===== config.mk =====
export PLATFORM = sky130hd
export DESIGN_NAME = positional_list_insert_remove_top
export DESIGN_NICKNAME = d
export VERILOG_FILES = /design/src/rtl/core/pl_pkg.sv /design/src/rtl/core/pl_ram.sv /design/src/rtl/core/pl_ctrl.sv /design/src/rtl/core/pl_dp.sv /design/src/rtl/core/positional_list_insert_remove_top.sv
export SDC_FILE = /design/constraint.sdc
export NUM_CORES = 2
export LEC_CHECK = 0
export BUFFER_PORTS_ARGS = -buffer_cell sky130_fd_sc_hd__buf_2
export CORE_ASPECT_RATIO = 2
export CORE_MARGIN = 1
export CORE_UTILIZATION = 50
export CTS_CLUSTER_DIAMETER = 200
export DETAILED_ROUTE_END_ITERATION = 7
export PLACE_DENSITY_LB_ADDON = 0.08
export SLEW_MARGIN = 10
export SYNTH_ARGS = -nofsm -noshare
export SYNTH_HDL_FRONTEND = slang
export SYNTH_SLANG_ARGS = --single-unit

===== constraint.sdc =====
create_clock -name clk -period 5.9 [get_ports clk]
set_input_delay 1.18 -clock clk [delete_from_list [all_inputs] [get_ports clk]]
set_output_delay 1.18 -clock clk [all_outputs]
set_load 0.02 [all_outputs]

===== src/rtl/core/pl_pkg.sv =====
package pl_pkg;

  localparam int unsigned ACTION_W = 2;
  localparam int unsigned POS_W    = 7;
  localparam int unsigned VALUE_W  = 32;
  localparam int unsigned STATUS_W = 2;
  localparam int unsigned COUNT_W  = 7;

  localparam logic [ACTION_W-1:0] ACT_INSERT = 2'd0;
  localparam logic [ACTION_W-1:0] ACT_REMOVE = 2'd1;
  localparam logic [ACTION_W-1:0] ACT_READ   = 2'd2;

  localparam logic [STATUS_W-1:0] ST_OK     = 2'd0;
  localparam logic [STATUS_W-1:0] ST_FULL   = 2'd1;
  localparam logic [STATUS_W-1:0] ST_BADPOS = 2'd2;
  localparam logic [STATUS_W-1:0] ST_EMPTY  = 2'd3;

  // Controller to datapath
  typedef struct packed {
    logic load;      // latch the request
    logic rd_en;     // issue a RAM read
    logic rd_src;    // 0: read at position, 1: read the shift source
    logic wr_en;     // write the RAM
    logic wr_fill;   // 1: write the new value at position, 0: write the shifted word
    logic idx_init;  // start the shift index
    logic idx_step;  // advance the shift index
    logic capture;   // keep the word read at position
    logic emit;      // load the result registers and commit the count
  } pl_cmd_t;

  // Datapath to controller
  typedef struct packed {
    logic req_ok;
    logic is_insert;
    logic is_read;
    logic more;      // another entry still has to move
  } pl_sts_t;

endpackage


===== src/rtl/core/pl_ram.sv =====
module pl_ram #(
  parameter int unsigned WIDTH = 32,
  parameter int unsigned DEPTH = 64,
  parameter int unsigned AW    = (DEPTH > 1) ? $clog2(DEPTH) : 1
) (
  input  logic             clk,
  input  logic             we,
  input  logic [AW-1:0]    waddr,
  input  logic [WIDTH-1:0] wdata,
  input  logic             re,
  input  logic [AW-1:0]    raddr,
  output logic [WIDTH-1:0] rdata
);

  logic [WIDTH-1:0] mem [DEPTH];
  logic [WIDTH-1:0] rdata_r;

  always_ff @(posedge clk) begin
    if (we) begin
      mem[waddr] <= wdata;
    end
    if (re) begin
      rdata_r <= mem[raddr];
    end
  end

  assign rdata = rdata_r;

endmodule


===== src/rtl/core/pl_ctrl.sv =====
module pl_ctrl (
  input  logic             clk,
  input  logic             rst_n,
  input  logic             start,
  output logic             busy,
  input  pl_pkg::pl_sts_t  sts,
  output pl_pkg::pl_cmd_t  cmd
);
  import pl_pkg::*;

  typedef enum logic [6:0] {
    S_IDLE  = 7'b0000001,
    S_CHECK = 7'b0000010,
    S_GET   = 7'b0000100,
    S_SH_RD = 7'b0001000,
    S_SH_WR = 7'b0010000,
    S_FILL  = 7'b0100000,
    S_DONE  = 7'b1000000
  } pl_state_t;

  pl_state_t state_r, state_nxt;

  always_comb begin
    state_nxt = state_r;
    cmd       = '0;
    case (state_r)
      S_IDLE: begin
        if (start) begin
          cmd.load  = 1'b1;
          state_nxt = S_CHECK;
        end
      end
      S_CHECK: begin
        if (!sts.req_ok) begin
          state_nxt = S_DONE;
        end else if (sts.is_insert) begin
          cmd.idx_init = 1'b1;
          state_nxt    = S_SH_RD;
        end else begin
          cmd.rd_en  = 1'b1;
          cmd.rd_src = 1'b0;
          state_nxt  = S_GET;
        end
      end
      S_GET: begin
        cmd.capture = 1'b1;
        if (sts.is_read) begin
          state_nxt = S_DONE;
        end else begin
          cmd.idx_init = 1'b1;
          state_nxt    = S_SH_RD;
        end
      end
      S_SH_RD: begin
        if (sts.more) begin
          cmd.rd_en  = 1'b1;
          cmd.rd_src = 1'b1;
          state_nxt  = S_SH_WR;
        end else if (sts.is_insert) begin
          state_nxt = S_FILL;
        end else begin
          state_nxt = S_DONE;
        end
      end
      S_SH_WR: begin
        cmd.wr_en    = 1'b1;
        cmd.wr_fill  = 1'b0;
        cmd.idx_step = 1'b1;
        state_nxt    = S_SH_RD;
      end
      S_FILL: begin
        cmd.wr_en   = 1'b1;
        cmd.wr_fill = 1'b1;
        state_nxt   = S_DONE;
      end
      S_DONE: begin
        cmd.emit  = 1'b1;
        state_nxt = S_IDLE;
      end
      default: begin
        state_nxt = S_IDLE;
      end
    endcase
  end

  always_ff @(posedge clk) begin
    if (!rst_n) begin
      state_r <= S_IDLE;
    end else begin
      state_r <= state_nxt;
    end
  end

  assign busy = (state_r != S_IDLE);

endmodule


===== src/rtl/core/pl_dp.sv =====
module pl_dp #(
  parameter int unsigned CAPACITY = 64,
  parameter int unsigned AW       = (CAPACITY > 1) ? $clog2(CAPACITY) : 1
) (
  input  logic                          clk,
  input  logic                          rst_n,
  input  logic [pl_pkg::ACTION_W-1:0]   in_action,
  input  logic [pl_pkg::POS_W-1:0]      in_position,
  input  logic signed [pl_pkg::VALUE_W-1:0] in_value,
  input  pl_pkg::pl_cmd_t               cmd,
  output pl_pkg::pl_sts_t               sts,
  output logic                          ram_re,
  output logic [AW-1:0]                 ram_raddr,
  input  logic [pl_pkg::VALUE_W-1:0]    ram_rdata,
  output logic                          ram_we,
  output logic [AW-1:0]                 ram_waddr,
  output logic [pl_pkg::VALUE_W-1:0]    ram_wdata,
  output logic                          out_strobe,
  output logic signed [pl_pkg::VALUE_W-1:0] out_result_value,
  output logic [pl_pkg::STATUS_W-1:0]   out_status,
  output logic [pl_pkg::COUNT_W-1:0]    out_entry_count
);
  import pl_pkg::*;

  localparam int unsigned CNT_W = $clog2(CAPACITY + 1);
  localparam int unsigned CMP_W = (CNT_W > POS_W) ? CNT_W : POS_W;

  logic [ACTION_W-1:0] act_r;
  logic [POS_W-1:0]    pos_r;
  logic [VALUE_W-1:0]  val_r;
  logic [VALUE_W-1:0]  got_r;
  logic [CNT_W-1:0]    cnt_r, cnt_nxt;
  logic [CNT_W-1:0]    idx_r, idx_nxt;
  logic                strobe_r;
  logic [VALUE_W-1:0]  res_r, res_nxt;
  logic [STATUS_W-1:0] st_r;
  logic [COUNT_W-1:0]  ocnt_r;

  logic [CMP_W-1:0]    pos_x, cnt_x, idx_x, pos_p1, cnt_nxt_x;
  logic [CNT_W-1:0]    idx_m1;
  logic [STATUS_W-1:0] chk;
  logic                is_ins;

  assign pos_x     = CMP_W'(pos_r);
  assign cnt_x     = CMP_W'(cnt_r);
  assign idx_x     = CMP_W'(idx_r);
  assign pos_p1    = pos_x + 1'b1;
  assign idx_m1    = idx_r - 1'b1;
  assign is_ins    = (act_r == ACT_INSERT);
  assign cnt_nxt_x = CMP_W'(cnt_nxt);

  // Fullness before position for insert, emptiness before position for remove and read; other codes are a bad position
  always_comb begin
    case (act_r)
      ACT_INSERT: begin
        if (cnt_x >= CMP_W'(CAPACITY)) begin
          chk = ST_FULL;
        end else if (pos_x > cnt_x) begin
          chk = ST_BADPOS;
        end else begin
          chk = ST_OK;
        end
      end
      ACT_REMOVE, ACT_READ: begin
        if (cnt_r == '0) begin
          chk = ST_EMPTY;
        end else if (pos_x >= cnt_x) begin
          chk = ST_BADPOS;
        end else begin
          chk = ST_OK;
        end
      end
      default: begin
        chk = ST_BADPOS;
      end
    endcase
  end

  assign sts.req_ok    = (chk == ST_OK);
  assign sts.is_insert = is_ins;
  assign sts.is_read   = (act_r == ACT_READ);
  assign sts.more      = is_ins ? (idx_x > pos_x) : (idx_x < cnt_x);

  // Insert walks down moving idx-1 to idx; remove walks up moving idx to idx-1
  assign ram_re    = cmd.rd_en;
  assign ram_raddr = !cmd.rd_src ? pos_x[AW-1:0] :
                     (is_ins ? idx_m1[AW-1:0] : idx_r[AW-1:0]);
  assign ram_we    = cmd.wr_en;
  assign ram_waddr = cmd.wr_fill ? pos_x[AW-1:0] :
                     (is_ins ? idx_r[AW-1:0] : idx_m1[AW-1:0]);
  assign ram_wdata = cmd.wr_fill ? val_r : ram_rdata;

  always_comb begin
    idx_nxt = idx_r;
    if (cmd.idx_init) begin
      idx_nxt = is_ins ? cnt_r : pos_p1[CNT_W-1:0];
    end else if (cmd.idx_step) begin
      idx_nxt = is_ins ? idx_m1 : (idx_r + 1'b1);
    end
  end

  always_comb begin
    cnt_nxt = cnt_r;
    if (chk == ST_OK) begin
      if (act_r == ACT_INSERT) begin
        cnt_nxt = cnt_r + 1'b1;
      end else if (act_r == ACT_REMOVE) begin
        cnt_nxt = cnt_r - 1'b1;
      end
    end
  end

  assign res_nxt = ((chk == ST_OK) && !is_ins) ? got_r : '0;

  always_ff @(posedge clk) begin
    if (cmd.load) begin
      act_r <= in_action;
      pos_r <= in_position;
      val_r <= in_value;
    end
    if (cmd.capture) begin
      got_r <= ram_rdata;
    end
    idx_r <= idx_nxt;
    if (cmd.emit) begin
      res_r  <= res_nxt;
      st_r   <= chk;
      ocnt_r <= cnt_nxt_x[COUNT_W-1:0];
    end
  end

  always_ff @(posedge clk) begin
    if (!rst_n) begin
      cnt_r    <= '0;
      strobe_r <= 1'b0;
    end else begin
      strobe_r <= cmd.emit;
      if (cmd.emit) begin
        cnt_r <= cnt_nxt;
      end
    end
  end

  assign out_strobe       = strobe_r;
  assign out_result_value = res_r;
  assign out_status       = st_r;
  assign out_entry_count  = ocnt_r;

endmodule


===== src/rtl/core/positional_list_insert_remove_top.sv =====
// Steps: a rejected request goes from check to done; read first reads the entry at position;
//   insert moves later entries up, then writes the value; remove reads, then moves later ones down.
// Each moved entry takes a read and a write through the one-read-port RAM.
// Throughput: one request at a time; start is taken again once busy drops, and the
//   result is shown for one cycle with out_strobe (the receiver cannot stall).
// Reset empties the list (count zero) at once; entry contents are kept and need no clearing.
module positional_list_insert_remove_top #(
  parameter int unsigned CAPACITY = 64
) (
  input  logic                              clk,
  input  logic                              rst_n,
  input  logic                              start,
  output logic                              busy,
  input  logic [pl_pkg::ACTION_W-1:0]       in_action,
  input  logic [pl_pkg::POS_W-1:0]          in_position,
  input  logic signed [pl_pkg::VALUE_W-1:0] in_value,
  output logic                              out_strobe,
  output logic signed [pl_pkg::VALUE_W-1:0] out_result_value,
  output logic [pl_pkg::STATUS_W-1:0]       out_status,
  output logic [pl_pkg::COUNT_W-1:0]        out_entry_count
);
  import pl_pkg::*;

  localparam int unsigned AW = (CAPACITY > 1) ? $clog2(CAPACITY) : 1;

  pl_cmd_t            cmd;
  pl_sts_t            sts;
  logic               ram_re, ram_we;
  logic [AW-1:0]      ram_raddr, ram_waddr;
  logic [VALUE_W-1:0] ram_rdata, ram_wdata;

  pl_ctrl u_ctrl (
    .clk   (clk),
    .rst_n (rst_n),
    .start (start),
    .busy  (busy),
    .sts   (sts),
    .cmd   (cmd)
  );

  pl_dp #(
    .CAPACITY (CAPACITY),
    .AW       (AW)
  ) u_dp (
    .clk              (clk),
    .rst_n            (rst_n),
    .in_action        (in_action),
    .in_position      (in_position),
    .in_value         (in_value),
    .cmd              (cmd),
    .sts              (sts),
    .ram_re           (ram_re),
    .ram_raddr        (ram_raddr),
    .ram_rdata        (ram_rdata),
    .ram_we           (ram_we),
    .ram_waddr        (ram_waddr),
    .ram_wdata        (ram_wdata),
    .out_strobe       (out_strobe),
    .out_result_value (out_result_value),
    .out_status       (out_status),
    .out_entry_count  (out_entry_count)
  );

  pl_ram #(
    .WIDTH (VALUE_W),
    .DEPTH (CAPACITY),
    .AW    (AW)
  ) u_ram (
    .clk   (clk),
    .we    (ram_we),
    .waddr (ram_waddr),
    .wdata (ram_wdata),
    .re    (ram_re),
    .raddr (ram_raddr),
    .rdata (ram_rdata)
  );

`ifndef SYNTHESIS
  a_busy_after_accept: assert property (@(posedge clk) disable iff (!rst_n)
    (start && !busy) |=> busy)
    else $error("busy not raised after an accepted beat");

  a_single_strobe: assert property (@(posedge clk) disable iff (!rst_n)
    out_strobe |=> !out_strobe)
    else $error("result strobe held for more than one cycle");

  a_error_zero: assert property (@(posedge clk) disable iff (!rst_n)
    (out_strobe && out_status != ST_OK) |-> (out_result_value == '0))
    else $error("rejected request returned a nonzero value");

  a_count_bound: assert property (@(posedge clk) disable iff (!rst_n)
    out_strobe |-> (32'(out_entry_count) <= CAPACITY))
    else $error("entry count beyond capacity");

  a_ram_exclusive: assert property (@(posedge clk) disable iff (!rst_n)
    !(cmd.rd_en && cmd.wr_en))
    else $error("RAM read and write issued in the same cycle");
`endif

endmodule


==> results.md <==
* Chip height at around 600 µm
* Synth top area share at 74.6%
* CP Max Fanout at 17
* Netlist cell types at 70
* TritonCTS clock tree: yes
* Core region area at 176000 µm²
* Avg Inst Size Synth at ~16 µm²
* Reg clk slew, reported paths at 0.07 ns
* ANT nets after route at 0
* Via count at ~54000
* Cell Area, Synth at 88600 µm²
* CTS Buffer Depth at 4
* Horiz. Die Dim at 300 µm
* CTS Buf Count at approximately 200
* Worst Path Arrival at around 6.1 ns
* Area growth, synth to finish at 13.3%
* Fin nets at 5905
* Fin. Hold Viols at 0
* Num ports at 87
* # H-tree levels at 4
* CP cell instances: ha_1 -> nand4_1 -> a21oi_1 -> o22a_2 -> nand2_1 -> buf_4 -> a21o_4 -> a32oi_1 -> nor4b_1 -> buf_4 -> a211oi_1 -> buf_4 -> nor4_1
* CP bufs+invs at 3
* Worst-Margin Slew at about 1.5 ns
* Initial antenna violation count at 15
* Fin worst setup slack at 0.260 ns
* Outcome: completed
* Area leader, netlist: edfxtp_1
* Drc violations at 0
* # hold bufs at CTS at 0
* Largest net degree at the start of global routing at 91
* Vias in the first global route at 52666
* WL/cell at 36.5 µm
* 1st-iter DRT viols at 6335
* Pre-CTS setup slack at 0.379 ns
* Clk sinks at 2216
* IO buf count at 86
* Prevailing post-synth register cell: edfxtp_1
* Startpoint types: register
* CP max stage delay at between 0.9 and 1 ns
* Post-synth EDFFs at ~2200
* MaxCap Viol Count at 0
* Max rail drop VDD at 0.000271 V
* Drt total wl at a little over 300000 µm
* Slowest-stage cell, CP: nor4_1
* Slew HR at between 2 and 2.5%
* Root Driver: clkbuf_16
* Post-DP HPWL at around 190000 µm
* Tmin final at approximately 5.6 ns
* Worst setup EP type: register
* Initial core utilization at 50.3%
* GP Congestion at 0.937
* Sequential share of the synthesized area at 74.9%
* Fin Clk Skew at 0.0576 ns
* Top-count cell post-synth: edfxtp_1
* Global-route wire length before repair at 416000 µm
* Crit path top cell by count: buf_4
* # Post-CTS Setup Buffers at 0
* Largest cells by area after synthesis: edfxtp_1 (75%), mux2i_1 (5.7%), a211oi_1 (3.0%), nand2_1 (2.6%), and3_1 (1.7%)
* Synth cell count leaders: edfxtp_1 (2201), nand2_1 (612), mux2i_1 (502)
* Tot GR Track Use at about 34%
* Ys Warns at 0
* Post-synth ARST share at 0%
* RSZ-0062 raised after global routing: false
* First-pass DRT Iterations at 7
* # setup viols final at 0
* Tcrit/Tclk final at 95.6%
* Req. time, crit path at 6.37 ns
* Max Clk Rate at around 0.18 GHz
* Share of cells above drive strength 1 at 14.9%
* Min-Delay Path Class: input pin to register
* Filler instances at 13805
* Pwr dens at around 330 nW/µm²
* FP Rows at 218
* Syn_nets at 5686
* CP Class: register to register
* Non-Filler Instances at 8322
* Register bit total from synthesis at ~2200
* Setup TNS at 0 ns
* WHS at 0.487 ns
* Leak pwr at between 0.03 and 0.04 µW
* Total grt overflow at 0
* Largest delay contributor family on the critical path: simple AND/OR/NAND/NOR gates
* DIE AREA at between 150000 and 200000 µm²
* Skew-Pair Late Insertion Delay at 0.87 ns
* CTS resizes at 0
* Vias/cell at 6.51
* Fin. max-slew vios at 0
* Dpl cells at 7939
* Cell count after synthesis at 5610
==> layout make-up <==
class                      instances  area (µm²)  area share, %
inverter                          27         101          0.101
sequential                      2216       66400           66.1
antenna                           29        72.6         0.0722
timing repair buffer             426        3550           3.53
clock inverter                   108        1010           1.01
tap                             2310        2890           2.88
clock buffer                     246        5280           5.26
multi-input combinational       2960       21200           21.1
==> per-layer routing <==
layer  track usage [%]  routed length (µm)
met1              38.4              104000
met2              58.6              155000
met3              3.82               19900
met4              23.8               25000
met5                 0                  13
==> sequential cells by signal (all words and copies together) (netlist names), 32 cells and up <==
register and cells:
u_ram.rdata 32, u_dp.val_r 32, u_dp.out_result_value 32, u_dp.got_r 32
u_ram.mem 2048
==> where the power goes <==
part,switching (µW),internal [µW]
clock network,5740,7200
logic,1830,865
registers,22.8,17100
total,7590,25200
==> placed cells by master (no fill, tap or decap), drive strengths merged, types with 42 or more instances in the layout <==
master,instances
edfxtp,2201
o21ai,92
a211oi,352
a32oi,44
nand3,212
clkbuf,246
a221oi,47
nand2,613
nor4b,45
a31oi,106
a21boi,42
and3,236
buf,426
mux2i,502
clkinv,81
a311oi,56
nor2,126
o221ai,126
==> metrics by stage <==
stage	total power [µW]	utilization (%)	area (µm²)
after global routing	33500	57.0	100000
final	32800	57.0	100000
after global placement	20100	53.4	94100
after CTS	32900	57.0	100000
after floorplan	18900	-	88600
after detailed placement	20200	53.4	94100
==> path summary, 6_finish.rpt <==
| path | from | to | slack [ns] | depth (start not counted) |
|---|---|---|---|---|
| min reg2reg | u_dp.cnt_r[5] | u_dp.cnt_r[5] | 0.55 | 2 |
| min | in_value[9] | u_dp.val_r[9] | 0.49 | 1 |
| max reg2reg | u_dp.idx_r[4] | u_ram.rdata[17] | 0.26 | 13 |
| max | u_dp.idx_r[4] | u_ram.rdata[17] | 0.26 | 13 |
==> cells by family (layout without fill, tap and decap cells) <==
group | Yosys count | after routing | synth area share [%]
simple gates | 1351 | 1351 | 7.33
xor+xnor | 31 | 31 | 0.306
other cells | 0 | 29 | 0
compound gates | 1006 | 1006 | 8.74
buf+inv | 434 | 807 | 2.11
fa+ha+maj | 32 | 32 | 0.452
flops | 2216 | 2216 | 74.9
mux | 540 | 540 | 6.16
No activity file was read; power rests on OpenSTA's default activity.
